File: src/tach_pkg.sv
// shared types and constants for the tachometer rpm averager
`timescale 1ns / 1ps

package tach_pkg;

  localparam int unsigned TIME_W     = 32;
  localparam int unsigned TALLY_W    = 16;
  localparam int unsigned RPM_W      = 15;
  localparam int unsigned PERIOD_W   = 16;
  localparam int unsigned POLES_W    = 8;
  localparam int unsigned CFG_IDX_W  = 2;
  localparam int unsigned CFG_DATA_W = 16;
  localparam int unsigned NUM_W      = 32;
  localparam int unsigned DEN_W      = TIME_W + POLES_W;

  localparam logic [TALLY_W-1:0]    MS_PER_MINUTE = 16'd60000;
  localparam logic [TALLY_W-1:0]    TALLY_LIMIT   = 16'hFFFF;
  localparam logic [RPM_W-1:0]      RPM_LIMIT     = 15'h7FFF;
  localparam logic [PERIOD_W-1:0]   PERIOD_RESET  = 16'd500;
  localparam logic [POLES_W-1:0]    POLES_RESET   = 8'd1;

  localparam logic [CFG_IDX_W-1:0]  REG_REFRESH_PERIOD = 2'd0;
  localparam logic [CFG_IDX_W-1:0]  REG_POLE_COUNT     = 2'd1;

  localparam logic OP_PULSE = 1'b0;
  localparam logic OP_POLL  = 1'b1;

  typedef struct packed {
    logic              operation;
    logic [TIME_W-1:0] now_ms;
  } in_item_t;

  typedef struct packed {
    logic [RPM_W-1:0] rpm;
    logic             updated;
  } out_item_t;

  typedef struct packed {
    logic busy;
    logic done;
  } div_stat_t;

endpackage

File: src/tach_div.sv
// bit-serial restoring divider with quotient saturated to the rpm range
`timescale 1ns / 1ps

module tach_div (
  input  logic                       clk,
  input  logic                       rst_n,
  input  logic                       start,
  input  logic [tach_pkg::NUM_W-1:0] num,
  input  logic [tach_pkg::DEN_W-1:0] den,
  output tach_pkg::div_stat_t        stat,
  output logic [tach_pkg::RPM_W-1:0] rate
);
  import tach_pkg::*;

  localparam int unsigned Q_W   = RPM_W + 1;
  localparam int unsigned D_W   = DEN_W + RPM_W;
  localparam int unsigned CNT_W = $clog2(Q_W);

  logic [NUM_W-1:0] rem_r, rem_nxt;
  logic [D_W-1:0]   d_r, d_nxt;
  logic [Q_W-1:0]   q_r, q_nxt;
  logic [CNT_W-1:0] cnt_r, cnt_nxt;
  logic             busy_r, busy_nxt;
  logic             done_r, done_nxt;
  logic             fits;
  logic [NUM_W-1:0] diff;

  // divisor is shifted right each step, remainder stays below 2^32
  assign fits = {{(D_W-NUM_W){1'b0}}, rem_r} >= d_r;
  assign diff = rem_r - d_r[NUM_W-1:0];

  always_comb begin
    rem_nxt  = rem_r;
    d_nxt    = d_r;
    q_nxt    = q_r;
    cnt_nxt  = cnt_r;
    busy_nxt = busy_r;
    done_nxt = 1'b0;
    if (start) begin
      rem_nxt  = num;
      d_nxt    = {den, {RPM_W{1'b0}}};
      q_nxt    = '0;
      cnt_nxt  = CNT_W'(Q_W - 1);
      busy_nxt = 1'b1;
    end else if (busy_r) begin
      if (fits) begin
        rem_nxt = diff;
      end
      q_nxt = {q_r[Q_W-2:0], fits};
      d_nxt = d_r >> 1;
      if (cnt_r == '0) begin
        busy_nxt = 1'b0;
        done_nxt = 1'b1;
      end else begin
        cnt_nxt = cnt_r - 1'b1;
      end
    end
  end

  always_ff @(posedge clk) begin
    if (!rst_n) begin
      busy_r <= 1'b0;
      done_r <= 1'b0;
      cnt_r  <= '0;
    end else begin
      busy_r <= busy_nxt;
      done_r <= done_nxt;
      cnt_r  <= cnt_nxt;
    end
    rem_r <= rem_nxt;
    d_r   <= d_nxt;
    q_r   <= q_nxt;
  end

  // top quotient bit set means the true quotient is at least 32768
  assign rate      = q_r[Q_W-1] ? RPM_LIMIT : q_r[RPM_W-1:0];
  assign stat.busy = busy_r;
  assign stat.done = done_r;

endmodule

File: src/tachometer_rpm_averager.sv
// tachometer rpm over a time gate, averaged with the previous reading
//
//   channel | direction | handshake              | word
//   in_     | in        | in_valid / in_ready    | operation, now_ms
//   out_    | out       | out_valid / out_ready  | rpm, updated
//   cfg_    | in        | cfg_valid / cfg_ready  | cfg_index, cfg_data
//
// a pulse word gives no result
// a poll that does not close the gate goes through the check and out states
// a poll that closes the gate makes two passes through the shared
// multiplier, then 16 steps of the bit-serial divider set the figure
// reset is synchronous: control registers reset, nothing pending
// in_ready is low while a poll is in work and while a result cannot be loaded
`timescale 1ns / 1ps

module tachometer_rpm_averager (
  input  logic                            clk,
  input  logic                            rst_n,
  input  logic                            in_valid,
  output logic                            in_ready,
  input  tach_pkg::in_item_t              in_data,
  output logic                            out_valid,
  input  logic                            out_ready,
  output tach_pkg::out_item_t             out_data,
  input  logic                            cfg_valid,
  output logic                            cfg_ready,
  input  logic [tach_pkg::CFG_IDX_W-1:0]  cfg_index,
  input  logic [tach_pkg::CFG_DATA_W-1:0] cfg_data
);
  import tach_pkg::*;

  localparam int unsigned PROD_W = TIME_W + TALLY_W;

  typedef enum logic [2:0] {
    S_IDLE,
    S_CHECK,
    S_MUL_NUM,
    S_MUL_DEN,
    S_DIV,
    S_OUT
  } state_t;

  state_t              state_r, state_nxt;
  logic [PERIOD_W-1:0] period_r, period_nxt;
  logic [POLES_W-1:0]  poles_r, poles_nxt;
  logic [TALLY_W-1:0]  tally_r, tally_nxt;
  logic [TIME_W-1:0]   gate_r, gate_nxt;
  logic [RPM_W-1:0]    prev_r, prev_nxt;
  logic [TIME_W-1:0]   now_r, now_nxt;
  logic [TIME_W-1:0]   elapsed_r, elapsed_nxt;
  logic [NUM_W-1:0]    num_r, num_nxt;
  out_item_t           res_r, res_nxt;
  out_item_t           out_r, out_nxt;
  logic                out_valid_r, out_valid_nxt;

  logic                in_acc;
  logic                div_start;
  div_stat_t           div_stat;
  logic [RPM_W-1:0]    div_rate;
  logic [POLES_W-1:0]  poles_eff;
  logic [TIME_W-1:0]   mul_a;
  logic [TALLY_W-1:0]  mul_b;
  logic [PROD_W-1:0]   prod;
  logic [RPM_W:0]      avg_sum;
  logic                gate_close;
  logic                out_load;

  assign in_ready  = (state_r == S_IDLE);
  assign in_acc    = in_valid && in_ready;
  assign cfg_ready = 1'b1;

  assign poles_eff = (poles_r == '0) ? POLES_W'(1) : poles_r;

  // one multiplier serves both the numerator and the divisor
  always_comb begin
    if (state_r == S_MUL_NUM) begin
      mul_a = TIME_W'(tally_r);
      mul_b = MS_PER_MINUTE;
    end else begin
      mul_a = elapsed_r;
      mul_b = TALLY_W'(poles_eff);
    end
  end
  assign prod = mul_a * mul_b;

  assign div_start  = (state_r == S_MUL_DEN);
  assign gate_close = (elapsed_r >= TIME_W'(period_r)) && (elapsed_r != '0);
  assign avg_sum    = {1'b0, div_rate} + {1'b0, prev_r};
  assign out_load   = (state_r == S_OUT) && (!out_valid_r || out_ready);

  tach_div u_div (
    .clk   (clk),
    .rst_n (rst_n),
    .start (div_start),
    .num   (num_r),
    .den   (prod[DEN_W-1:0]),
    .stat  (div_stat),
    .rate  (div_rate)
  );

  always_comb begin
    state_nxt     = state_r;
    period_nxt    = period_r;
    poles_nxt     = poles_r;
    tally_nxt     = tally_r;
    gate_nxt      = gate_r;
    prev_nxt      = prev_r;
    now_nxt       = now_r;
    elapsed_nxt   = elapsed_r;
    num_nxt       = num_r;
    res_nxt       = res_r;
    out_nxt       = out_r;
    out_valid_nxt = out_valid_r;

    if (cfg_valid && cfg_ready) begin
      case (cfg_index)
        REG_REFRESH_PERIOD: period_nxt = cfg_data[PERIOD_W-1:0];
        REG_POLE_COUNT:     poles_nxt  = cfg_data[POLES_W-1:0];
        default: ;
      endcase
    end

    if (out_valid_r && out_ready) begin
      out_valid_nxt = 1'b0;
    end

    case (state_r)
      S_IDLE: begin
        if (in_acc) begin
          if (in_data.operation == OP_PULSE) begin
            if (tally_r != TALLY_LIMIT) begin
              tally_nxt = tally_r + 1'b1;
            end
          end else begin
            now_nxt     = in_data.now_ms;
            elapsed_nxt = in_data.now_ms - gate_r;
            state_nxt   = S_CHECK;
          end
        end
      end
      S_CHECK: begin
        if (gate_close) begin
          state_nxt = S_MUL_NUM;
        end else begin
          res_nxt.rpm     = prev_r;
          res_nxt.updated = 1'b0;
          state_nxt       = S_OUT;
        end
      end
      S_MUL_NUM: begin
        num_nxt   = prod[NUM_W-1:0];
        state_nxt = S_MUL_DEN;
      end
      S_MUL_DEN: begin
        state_nxt = S_DIV;
      end
      S_DIV: begin
        if (div_stat.done) begin
          prev_nxt        = avg_sum[RPM_W:1];
          tally_nxt       = '0;
          gate_nxt        = now_r;
          res_nxt.rpm     = avg_sum[RPM_W:1];
          res_nxt.updated = 1'b1;
          state_nxt       = S_OUT;
        end
      end
      S_OUT: begin
        if (out_load) begin
          out_nxt       = res_r;
          out_valid_nxt = 1'b1;
          state_nxt     = S_IDLE;
        end
      end
      default: state_nxt = S_IDLE;
    endcase
  end

  always_ff @(posedge clk) begin
    if (!rst_n) begin
      state_r     <= S_IDLE;
      period_r    <= PERIOD_RESET;
      poles_r     <= POLES_RESET;
      tally_r     <= '0;
      gate_r      <= '0;
      prev_r      <= '0;
      out_valid_r <= 1'b0;
    end else begin
      state_r     <= state_nxt;
      period_r    <= period_nxt;
      poles_r     <= poles_nxt;
      tally_r     <= tally_nxt;
      gate_r      <= gate_nxt;
      prev_r      <= prev_nxt;
      out_valid_r <= out_valid_nxt;
    end
    now_r     <= now_nxt;
    elapsed_r <= elapsed_nxt;
    num_r     <= num_nxt;
    res_r     <= res_nxt;
    out_r     <= out_nxt;
  end

  assign out_valid = out_valid_r;
  assign out_data  = out_r;

  // the divider only runs while the sequencer waits on it
  assert property (@(posedge clk) disable iff (!rst_n)
    div_stat.busy || div_stat.done |-> state_r == S_DIV)
    else $error("divider active outside of divide state");

  // a gate restart always comes with a cleared tally
  assert property (@(posedge clk) disable iff (!rst_n)
    !$stable(gate_r) |-> tally_r == '0)
    else $error("gate restarted without clearing the tally");

  // a result is loaded only once the previous one has left
  assert property (@(posedge clk) disable iff (!rst_n)
    out_load |-> !out_valid_r || out_ready)
    else $error("result loaded over an untaken word");

  // an updated result carries the freshly stored rpm
  assert property (@(posedge clk) disable iff (!rst_n)
    out_load && res_r.updated |-> res_r.rpm == prev_r)
    else $error("updated result differs from stored rpm");

endmodule
File: config.mk
export PLATFORM = sky130hd
export DESIGN_NAME = tachometer_rpm_averager
export DESIGN_NICKNAME = d
export VERILOG_FILES = /design/src/tach_pkg.sv /design/src/tach_div.sv /design/src/tachometer_rpm_averager.sv
export SDC_FILE = /design/constraint.sdc
export NUM_CORES = 1
export LEC_CHECK = 0
export ABC_AREA = 0
export BUFFER_PORTS_ARGS = -buffer_cell sky130_fd_sc_hd__clkbuf_2
export CORE_MARGIN = 1
export CORE_UTILIZATION = 50
export CTS_BUF_LIST = sky130_fd_sc_hd__clkbuf_16
export DETAILED_ROUTE_END_ITERATION = 7
export PLACE_DENSITY = 0.69
export SLEW_MARGIN = 20
export SYNTH_ARGS = -nofsm -noshare
export SYNTH_HDL_FRONTEND = slang
export SYNTH_SLANG_ARGS = --single-unit
export TNS_END_PERCENT = 20
File: constraint.sdc
create_clock -name clk -period 7.25 [get_ports clk]
set_clock_uncertainty 0.15 [all_clocks]
set_input_delay 0.3625 -clock clk [delete_from_list [all_inputs] [get_ports clk]]
set_output_delay 0.3625 -clock clk [all_outputs]
set_load 0.01 [all_outputs]
---- Word-level counts from Yosys, hierarchy flattened ----
Index checks and enable logic that the tools add are counted.
storage, ports and cells
  word-level logic and storage cells ...... 105
  flip-flop bits (word level) ............. 328
operators by class
  multipliers ............................. 1
  add/sub/neg operators ................... 5
  multiplexer cells ....................... 33
  bitwise gates (word level) .............. 2
  equality and inequality tests ........... 15
  reductions and logical operators ........ 26
  order comparisons ....................... 2
operators by type and width
  operator                                             number
  2-to-1 mux 32 bit                                    4
  2-to-1 mux 16 bit                                    7
  2-to-1 mux 55 bit                                    2
  one-hot mux 16 bit (2 select lines)                  2
  subtractor 32 bit                                    2
  greater-or-equal comparator 32 x 55 -> 1 bit         1
  multiplier 32 x 16 -> 40 bit                         1
  greater-or-equal comparator 32 x 16 -> 1 bit         1
  nonzero test 32 bit                                  1
  one-hot mux 3 bit (6 select lines)                   1
  adder 15 x 15 -> 16 bit                              1
  adder 16 x 1 -> 16 bit, second input constant        1
  != test 16 bit, second input constant                1
  2-to-1 mux 15 bit                                    1
  2-to-1 mux 3 bit                                     5
  2-to-1 mux 4 bit                                     3
  AND reduction 2 bit                                  6
  zero test 8 bit                                      1
  2-to-1 mux 8 bit                                     1
  != test 2 x 1 -> 1 bit, second input constant        4
  != test 2 bit, second input constant                 4
  nonzero test 2 bit                                   4
  2-to-1 mux 1 bit                                     7
  equality test 3 x 2 -> 1 bit, second input constant  2
  other kinds (15)                                     21

---- Depth between registers and ports, before layout ----
Gate-level depths: netlist (run 1).
  depth in word-level cells ............... 5
  depth in mapped cells ................... 31
  mapped depth without buffers ............ 27

---- Modules after synthesis ----
From an unflattened synthesis (run 1), not the netlist that was laid out.
second synthesis, totals
  cells, all modules ...................... 3124
  area, all modules ....................... 29219.3 um2
modules (own cells, without submodules)
  module                   area each (um2)  seq. area each (um2)  instances  cells each
  tachometer_rpm_averager  22784.4          5665.4                1          2444
  tach_div                 6434.9           2902.8                1          680

---- Worst setup path after synthesis (run 1) ----
Ideal clock, no wire load.
  path type ............................... reg2reg
  start ................................... register state_r[1]
  end ..................................... register u_div.d_r[48] (data pin)
  data arrival time ....................... 7.478 ns
  setup slack ............................. -0.646 ns
  stages on the path, launching flop included .. 27
  path buffers ............................ 1
  cells stage by stage .................... dfxtp_1 nor2b_1 nand2_1 clkinv_1 buf_1 nand2_1 nand2_1 fa_1 inv_1 fa_1 fa_1 inv_1 fa_1 fa_1 inv_1 fa_1 inv_1 ha_1 a21oi_1 o21ai_1 a221oi_2 o21ai_2 a2111oi_4 o21ai_0 a31oi_1 xor2_1 o21ai_0
between the ends
  longest elaborated chain between the ends .. 4
ends and longest elaborated chain
  what                                                    line                            RTL
  start: declaration                                      tachometer_rpm_averager.sv:43   state_t state_r, state_nxt;
  start signal: assignment                                tachometer_rpm_averager.sv:188  state_r <= state_nxt;
  equality test 3 x 2 -> 1 bit                            tachometer_rpm_averager.sv:76   if (state_r == S_MUL_NUM) begin
  2-to-1 mux 32 bit or 2-to-1 mux 16 bit (tied branches)  tachometer_rpm_averager.sv:76
  multiplier 32 x 16 -> 40 bit                            tachometer_rpm_averager.sv:84   assign prod = mul_a * mul_b;
  2-to-1 mux 55 bit *                                     tach_div.sv:39                  if (start) begin
  net u_div.d_nxt[48]                                     tach_div.sv:20                  logic [D_W-1:0] d_r, d_nxt;
  end signal: assignment                                  tach_div.sv:71                  d_r <= d_nxt;
  end: declaration                                        tach_div.sv:20
The timed path passes the listed nets; every way through them passes the cells marked *.
A chain may end at the register's enable or synchronous reset.

---- Worst setup path in the final report (run 1) ----
  start ................................... register state_r[1]
  end ..................................... register u_div.d_r[46] (data pin)
between the ends
  longest elaborated chain between the ends .. 4
ends and longest elaborated chain
  what                                                    line                           RTL
  equality test 3 x 2 -> 1 bit *                          tachometer_rpm_averager.sv:76
  2-to-1 mux 32 bit or 2-to-1 mux 16 bit (tied branches)  tachometer_rpm_averager.sv:76
  multiplier 32 x 16 -> 40 bit *                          tachometer_rpm_averager.sv:84
  net prod[31]                                            tachometer_rpm_averager.sv:63  logic [PROD_W-1:0] prod;
  2-to-1 mux 55 bit *                                     tach_div.sv:39
  net u_div.d_nxt[46]                                     tach_div.sv:20
Marked as above.

==> results.yml, run 1 <==
critical_path:
  worst-endpoint-arrival_ns: 7.15
  cp_common_cell: "fa_1"
  slowest_delay_ns: 0.54
  rr_endpoint: "u_div.d_r[46]"
  reg2regPathDepth: 23
  cp-start-kind: "flop"
  end_kind: "flop"
  crit_chain: "nor2b_4 > nand2_2 > buf_4 > buf_12 > and3_1 > fa_1 > inv_1 > fa_1 > inv_1 > fa_1 > fa_1 > fa_1 > fa_1 > ha_1 > a2111oi_4 > nand2b_1 > o21ai_2 > o21ai_4 > a2111oi_4 > o21bai_1 > a21oi_1 > xnor2_1 > a21o_1"
  crit_required_ns: 7.41
  path_max_fanout: 79
  cp_slowest_cell: "fa_1"
  cp-startpoint: "state_r[1]"
  reg2reg_slack_ns: 0.26
  r2r_start: "state_r[1]"
  worst-setup-path-type: "flop to flop"
logic_synthesis:
  synth_area_leaders: "edfxtp_1 (21%), fa_1 (20%), ha_1 (10%), dfxtp_1 (8.9%), nand2_1 (5.7%)"
  yosys.area_share.adder: 0.307
  synth_seq_cells: 328
  yosys.area_share.simple: 0.152
  syn_inst: 3040
  synth_warnings: 0
  syn_avg_cell_area_um2: 9.43
  synth_top_area_cell: "edfxtp_1"
  yosysUniqueCellTypes: 85
  synth_edf_count: 200
  synth_top_flop_cell: "edfxtp_1"
  yosysSeqAreaShare: 0.299
  synthMuxAreaShare: 0.0147
  synth.top_cell.area_share: 0.210
  synth_xor_area_frac: 0.0422
  synth_top_family_by_area: "adder cells"
  ys_async_sr_fraction: 0
  synth_compound_area_frac: 0.109
  netlist_area_mm2: 0.0287
place:
  place_inst: 3848
  place_congestion: 0.925
  dp_hpwl_mm: 53.4
  io_buffers: 73
power_and_ir_drop:
  power.total_mw: 7.05
  power.density_mw_per_mm2: 221
  power.leakage_nw: 14.8
  ir_drop_mv: 0.174
global_route:
  first_global_vias: 22000
  antenna_found_initial: 1
  grt.overflow.total: 0
  grt_pass1_wl_mm: 113
  grt_util_all_layers: 0.245
  grt_max_degree: 80
die:
  die_y_um: 241
  coreArea_mm2: 0.0565
  die_area_mm2: 0.0583
  ios: 75
  fp.dieW_um: 241
  initial_core_util: 0.507
  rows: 87
clock_network:
  cts_tree: "done"
  cts.clk_slew.worst_paths_ns: 0.06
  cts.path.max_buffers: 3
  numClockSinks: 328
  clk_latency_ns: 0.56
  htree_levels: 2
  cts_buffers: 37
  cts_root_buf: "clkbuf_16"
finish:
  layout_commonest_cell: "inv_1"
  area_growth_pct: 11.4
  nets: 3766
  utilization: 0.565
  num_antenna_cells: 0
  drive_gt1_frac: 0.0804
  stdcell_count: 3966
  final_cell_mix: "inv_1 (439), nand2_1 (430), fa_1 (290), ha_1 (238), edfxtp_1 (200)"
hold_path:
  min-delay-path-class: "input port to flop"
  min-delay-start: "out_ready"
  holdPathEnd: "out_valid"
  min_path_cells: 4
sta:
  relSlewSlack: 0.296
  tightest_slew_ns: 1.06
  setup_viol: 0
  fmax_mhz: 143
  drv_slew: 0
  finalCritPeriodShare: 0.964
  period_needed_ns: 6.99
  hold_violations: 0
detailed_routing:
  wl_per_cell_um: 17.7
  routed_wl_mm: 70.1
  post-route-drc-count: 0
  first_pass_iters: 6
  viasPerCell: 5.51
  vias: 21900
  drtAntennaViolNets: 0
  first_iter_violations: 1221
run:
  maxCapViolCount: 0
run_status:
  outcome: "complete, no violations"
[cell usage after synthesis, types with 82 or more instances]
cell type	count
xnor2_1	82
edfxtp_1	200
nor2_1	162
fa_1	290
and3_1	117
inv_1	431
nand2_1	432
o21ai_0	84
dfxtp_1	128
ha_1	238
a21oi_1	173
clkbuf_1	112
[per-layer routing]
metal	up-vias	global-route usage	routed length, um
li1	10300	-	-
met1	10800	0.321	29900
met2	660	0.416	34700
met3	147	0.0330	3400
met4	0	0.0830	2110
met5	-	0	0
[kinds of logic (layout without fill, tap and decap cells)]
kind of cell             after synthesis  after routing
AND/OR/NAND/NOR                      940            940
buffers and inverters                578            690
adder cells (fa/ha/maj)              529            529
AO/OA/AOI/OAI                        483            483
flip-flops                           328            328
XOR/XNOR                             138            138
multiplexers                          42             42
other                                  2             60
[registers in the layout, indices dropped and copies added (netlist names)]
| register | count |
|---|---|
| now_r | 32 |
| u_div.cnt_r | 4 |
| u_div.rem_r | 32 |
| u_div.d_r | 55 |
| gate_r | 32 |
| num_r | 32 |
| u_div.q_r | 16 |
| res_r | 16 |
| tally_r | 16 |
| prev_r | 15 |
| out_data | 16 |
| state_r | 3 |
| period_r | 16 |
| poles_r | 8 |
| u_div.busy_r | 1 |
| elapsed_r | 32 |
| out_valid | 1 |
| u_div.done_r | 1 |
[worst max path at each step]
stage,to,cells after the start
after detailed placement,u_div.d_r[53],26
after global placement,u_div.d_r[48],26
after floorplan,u_div.d_r[48],26
final,u_div.d_r[46],23
after CTS,u_div.d_r[53],26
after global routing,u_div.d_r[54],27
[final cells by class]
type,instances,area (um^2)
inverters,432,1620
multi-input cells,2192,18200
fillers,4915,24600
clock buffers,38,951
clock inverters,29,183
repair buffers,191,1420
well taps,756,946
flip-flops and latches,328,8570
[report_power, final]
group	switching, mW	internal [mW]	leakage [nW]
registers	0.125	2.21	2.87
clock network	0.772	1.02	0.589
logic	1.74	1.18	11.3
[timing repair]
| item | CTS | global route |
|---|---|---|
| endpoints found under the setup margin | 0 | 17 |
| gates resized for setup | 0 | 16 |
| buffers inserted | 0 | 3 |
| hold endpoints to repair | 56 | 0 |
| hold buffers | 48 | 0 |
[per-stage QoR]
stage	hold WS, ns	TNS (ns)	worst slack (ns)	instance area (um^2)
after floorplan	0.250	0	0.0360	28900
after global placement	0.253	0	0.203	30200
after detailed placement	0.255	0	0.0953	30200
after CTS	0.00827	0	0.0884	31800
after global routing	0.0285	-0.0174	-0.00920	31900
final	0.0358	0	0.260	31900
[worst max-delay path, delay by kind of cell, from the launching register on]
kind                       cells  cell delay (ns)
AOI/OAI and AO/OA              7             1.56
xor gates and xnor gates       1             0.12
adders and majority gates      7             3.44
buffers and inverters          4             0.45
DFF                            1             0.34
and+or+nand+nor                4             0.62
No activity file was read; power rests on OpenSTA's default activity.
==> run 2: changes to the inputs <==
--- a/config.mk
+++ b/config.mk
@@ -8,10 +8,10 @@
 export ABC_AREA = 0
 export BUFFER_PORTS_ARGS = -buffer_cell sky130_fd_sc_hd__clkbuf_2
 export CORE_MARGIN = 1
-export CORE_UTILIZATION = 50
+export CORE_UTILIZATION = 42
 export CTS_BUF_LIST = sky130_fd_sc_hd__clkbuf_16
 export DETAILED_ROUTE_END_ITERATION = 7
-export PLACE_DENSITY = 0.69
+export PLACE_DENSITY_LB_ADDON = 0.12
 export SLEW_MARGIN = 20
 export SYNTH_ARGS = -nofsm -noshare
 export SYNTH_HDL_FRONTEND = slang
==> results.yml, run 2 (synthesis results as in run 1) <==
clock_network:
  numClockSinks: 328
  htree_levels: 2
  clk_latency_ns: 0.57
  cts.path.max_buffers: 3
  cts_tree: "done"
  cts.clk_slew.worst_paths_ns: 0.06
  cts_root_buf: "clkbuf_16"
  cts_buffers: 40
detailed_routing:
  drtAntennaViolNets: 0
  routed_wl_mm: 72.8
  viasPerCell: 5.24
  wl_per_cell_um: 17.8
  first_pass_iters: 5
  vias: 21500
  first_iter_violations: 1173
  post-route-drc-count: 0
die:
  die_area_mm2: 0.0693
  fp.dieW_um: 263
  coreArea_mm2: 0.0674
  initial_core_util: 0.425
  ios: 75
  die_y_um: 263
  rows: 95
power_and_ir_drop:
  power.density_mw_per_mm2: 225
  power.total_mw: 7.28
  ir_drop_mv: 0.175
  power.leakage_nw: 14.9
critical_path:
  path_max_fanout: 17
  worst-setup-path-type: "flop to flop"
  cp-start-kind: "flop"
  cp_slowest_cell: "fa_1"
  slowest_delay_ns: 0.55
  crit_required_ns: 7.38
  cp-startpoint: "state_r[0]"
  reg2regPathDepth: 26
  end_kind: "flop"
  reg2reg_slack_ns: 0.26
  cp_common_cell: "fa_1"
  r2r_start: "state_r[0]"
  rr_endpoint: "u_div.d_r[48]"
  worst-endpoint-arrival_ns: 7.12
hold_path:
  min-delay-start: "cfg_index[1]"
  min-delay-path-class: "input port to flop"
  min_path_cells: 4
  holdPathEnd: "period_r[0]"
sta:
  tightest_slew_ns: 0.988
  period_needed_ns: 6.99
  setup_viol: 0
  timing.setup.tns_ns: 0
  hold_violations: 0
  relSlewSlack: 0.340
  fmax_mhz: 143
  drv_slew: 0
  finalCritPeriodShare: 0.964
global_route:
  first_global_vias: 22000
  antenna_found_initial: 1
  grt_pass1_wl_mm: 118
  grt.overflow.total: 0
  grt_util_all_layers: 0.211
  grt_max_degree: 79
finish:
  layout_commonest_cell: "inv_1"
  final_area_mm2: 0.0323
  num_antenna_cells: 0
  area_growth_pct: 12.7
  largest_register: "u_div.d_r"
  final_cell_mix: "inv_1 (440), nand2_1 (430), fa_1 (290), ha_1 (236), edfxtp_1 (200)"
  drive_gt1_frac: 0.0874
  nets: 3778
  fill_cells: 6437
  largest_reg_flops: 55
place:
  dp_hpwl_mm: 55.9
  placed_area_mm2: 0.0304
  io_buffers: 73
  place_congestion: 0.897
run_status:
  outcome: "complete, no violations"
run:
  maxCapViolCount: 0
## run 2: cell types whose count changed in the layout (fill, tap and decap cells not counted), moves of 3 or more
cell       delta
a21oi_1       -4
a21oi_2       +4
buf_4        +10
clkbuf_16     +4
clkinv_2      +3
## run 2: where the power goes
| part | total [mW] | leakage (nW) | internal [mW] | switching [mW] |
|---|---|---|---|---|
| clock network | 1.95 | 0.668 | 1.12 | 0.827 |
| logic | 2.99 | 11.3 | 1.20 | 1.79 |
| registers | 2.34 | 2.87 | 2.21 | 0.125 |
## run 2: what timing repair did
| item | CTS | global route |
|---|---|---|
| setup endpoints to repair | 0 | 22 |
| hold endpoints to repair | 57 | 0 |
| setup buffers | 0 | 4 |
| hold buffers | 49 | 0 |
| resized for setup | 0 | 25 |
## run 2: through the flow
stage,hold slack (ns),util,setup slack (ns),instances
after floorplan,0.250,-,0.0360,3098
after global placement,0.254,0.451,0.220,3972
after detailed placement,0.257,0.451,0.144,3972
after CTS,0.0201,0.477,0.0911,4095
after global routing,0.0936,0.479,-0.0374,4099
final,0.0582,0.479,0.262,4099
## run 2: layer usage
layer / part of all wire / track usage / vias to the layer above
met4: 0.020 / 0.0518 / 0
met1: 0.46 / 0.288 / 10700
met2: 0.49 / 0.360 / 372
met3: 0.032 / 0.0195 / 84
met5: 0 / 0 / -
li1: - / - / 10300
## run 2: critical path: cells and delay by family, from the launching register on
kind,cells,cell delay [ns]
AO/OA/AOI/OAI,8,1.68
XOR/XNOR,1,0.16
adder cells (fa/ha/maj),7,3.43
buffers and inverters,6,0.41
flip-flops,1,0.39
AND/OR/NAND/NOR,4,0.45
## run 2: layout make-up
class,instances,area (um^2),share of cell area
Multi-Input combinational cell,2192,18300,0.566
Sequential cell,328,8570,0.265
Inverter,432,1620,0.0503
Timing Repair Buffer,200,1470,0.0454
Tap cell,873,1090,0.0338
Clock buffer,42,1050,0.0325
Clock inverter,32,228,0.00705
## run 2: how the worst max path moves through the flow
stage	endpoint	slack (ns)
detailed placement	u_div.d_r[53]	0.14
finish	u_div.d_r[48]	0.26
CTS	u_div.d_r[53]	0.09
global route	u_div.d_r[48]	-0.04
global placement	u_div.d_r[48]	0.22
floorplan	u_div.d_r[48]	0.04
==> run 3: changes to the inputs <==
--- a/config.mk
+++ b/config.mk
@@ -11,7 +11,7 @@
 export CORE_UTILIZATION = 42
 export CTS_BUF_LIST = sky130_fd_sc_hd__clkbuf_16
 export DETAILED_ROUTE_END_ITERATION = 7
-export PLACE_DENSITY_LB_ADDON = 0.12
+export PLACE_DENSITY_LB_ADDON = 0.08
 export SLEW_MARGIN = 20
 export SYNTH_ARGS = -nofsm -noshare
 export SYNTH_HDL_FRONTEND = slang
==> constraint.sdc (replaced) <==
create_clock -name clk -period 7.25 [get_ports clk]
set_clock_uncertainty 0.15 [all_clocks]
set_input_delay 0.3625 -clock clk [delete_from_list [all_inputs] [get_ports clk]]
set_output_delay 0.3625 -clock clk [all_outputs]
set_load 0.1 [all_outputs]
==> results.yml, run 3 (synthesis results as in run 1) <==
sta:
  tightest_slew_ns: 0.980
  drv_slew: 0
  relSlewSlack: 0.345
  rsz0062_at_grt: "false"
  hold_violations: 0
  period_needed_ns: 6.90
  fmax_mhz: 145
  finalCritPeriodShare: 0.951
  timing.setup.tns_ns: 0
  setup_viol: 0
  fin_ws_ns: 0.355
place:
  place_congestion: 0.885
  dpl_worst_slack_ns: 0.0642
  dp_hpwl_mm: 56.3
  place_inst: 3980
  placed_area_mm2: 0.0304
  io_buffers: 73
critical_path:
  critical_path.top_delay_family: "adder cells"
  crit_path_end: "u_div.d_r[48]"
  worst-endpoint-arrival_ns: 7.03
  crit_buf_inv: 6
  crit_required_ns: 7.38
  cp_common_cell: "fa_1"
  worst-setup-path-type: "flop to flop"
  cp_slowest_cell: "fa_1"
  slowest_delay_ns: 0.54
  cp-start-kind: "flop"
  reg2reg_slack_ns: 0.35
  rr_endpoint: "u_div.d_r[48]"
  reg2regPathDepth: 27
  r2r_start: "state_r[1]"
  end_kind: "flop"
  cp-startpoint: "state_r[1]"
  path_max_fanout: 7
  path_depth: 27
die:
  die_y_um: 263
  die_area_mm2: 0.0693
  fp.dieW_um: 263
  coreArea_mm2: 0.0674
  initial_core_util: 0.425
  ios: 75
  rows: 95
power_and_ir_drop:
  power.density_mw_per_mm2: 226
  power.leakage_nw: 14.9
  ir_drop_mv: 0.164
finish:
  largest_register: "u_div.d_r"
  stdcell_count: 4108
  final_cell_mix: "inv_1 (441), nand2_1 (430), fa_1 (290), ha_1 (238), edfxtp_1 (200)"
  area_growth_pct: 12.8
  layout_commonest_cell: "inv_1"
  num_antenna_cells: 0
  largest_reg_flops: 55
  utilization: 0.480
  final_area_mm2: 0.0323
  nets: 3788
  fill_cells: 6459
  drive_gt1_frac: 0.0884
clock_network:
  cts_root_buf: "clkbuf_16"
  cts_buffers: 40
  htree_levels: 2
  numClockSinks: 328
  cts.path.max_buffers: 3
  clk_latency_ns: 0.57
  cts_tree: "done"
  cts.clk_slew.worst_paths_ns: 0.05
detailed_routing:
  viasPerCell: 5.20
  drtAntennaViolNets: 0
  routed_wl_mm: 73.5
  vias: 21400
  post-route-drc-count: 0
  first_iter_violations: 1313
  wl_per_cell_um: 17.9
  first_pass_iters: 5
hold_path:
  min-delay-path-class: "input port to flop"
global_route:
  grt_pass1_wl_mm: 118
  grt_util_all_layers: 0.214
  antenna_found_initial: 1
  first_global_vias: 21800
  grt_max_degree: 76
  grt.overflow.total: 0
run:
  maxCapViolCount: 0
run_status:
  outcome: "complete, no violations"
==> run 3: changes by cell type in the layout (fill, tap and decap cells not counted), sizes merged <==
cell / before / now
nand2: 432 / 433
bufinv: 2 / 1
clkinv: 18 / 15
inv: 444 / 447
buf: 78 / 86
clkbuf: 115 / 116
==> run 3: what timing repair did <==
| action | in CTS | in global routing |
|---|---|---|
| hold buffers | 49 | 0 |
| setup endpoints to repair | 0 | 24 |
| setup buffers | 0 | 3 |
| gates resized for setup | 0 | 24 |
| endpoints found under the hold margin | 57 | 0 |
==> run 3: through the flow <==
stage,power (mW),hold WS (ns)
2_1_floorplan,4.50,0.250
4_1_cts,7.34,0.117
5_1_grt,7.86,0.134
6_report,7.30,0.138
3_5_place_dp,5.35,0.257
3_3_place_gp,5.33,0.255
==> run 3: worst min path at each step <==
stage / from / to / slack (ns) / depth (start not counted)
CTS: rst_n / poles_r[0] / 0.12 / 2
detailed placement: res_r[10] / out_data[10] / 0.26 / 0
finish: rst_n / poles_r[0] / 0.14 / 2
global route: rst_n / poles_r[0] / 0.13 / 2
floorplan: res_r[0] / out_data[0] / 0.25 / 0
global placement: res_r[8] / out_data[8] / 0.25 / 0
==> run 3: cell type report <==
cell class	count	area, um^2	share of cell area
clock inverters	31	175	0.00542
multi-input cells	2193	18200	0.564
clock buffers	42	1050	0.0325
repair buffers	209	1580	0.0488
well taps	873	1090	0.0338
flip-flops and latches	328	8570	0.265
inverters	432	1620	0.0502
==> run 3: per-layer routing <==
layer | vias to the layer above | part of all wire | wire length (um) | GRT usage
li1 | 10300 | - | - | -
met1 | 10600 | 0.45 | 33100 | 0.287
met5 | - | 0 | 0 | 0
met2 | 351 | 0.49 | 36000 | 0.365
met4 | 0 | 0.023 | 1720 | 0.0588
met3 | 99 | 0.037 | 2700 | 0.0261
==> run 3: worst reg2reg max path, delay by kind of cell, from the launching register on <==
family / cells / cell delay (ns)
fa+ha+maj: 7 / 3.25
compound gates: 8 / 1.48
simple gates: 5 / 0.67
buf+inv: 6 / 0.56
flops: 1 / 0.33
xor+xnor: 1 / 0.16
==> run 3: where the power goes <==
| part | switching (mW) | total (mW) | internal, mW |
|---|---|---|---|
| sequential | 0.124 | 2.34 | 2.21 |
| combinational | 1.81 | 3.04 | 1.23 |
| clock | 0.835 | 1.92 | 1.08 |
| total | 2.77 | 7.30 | 4.53 |
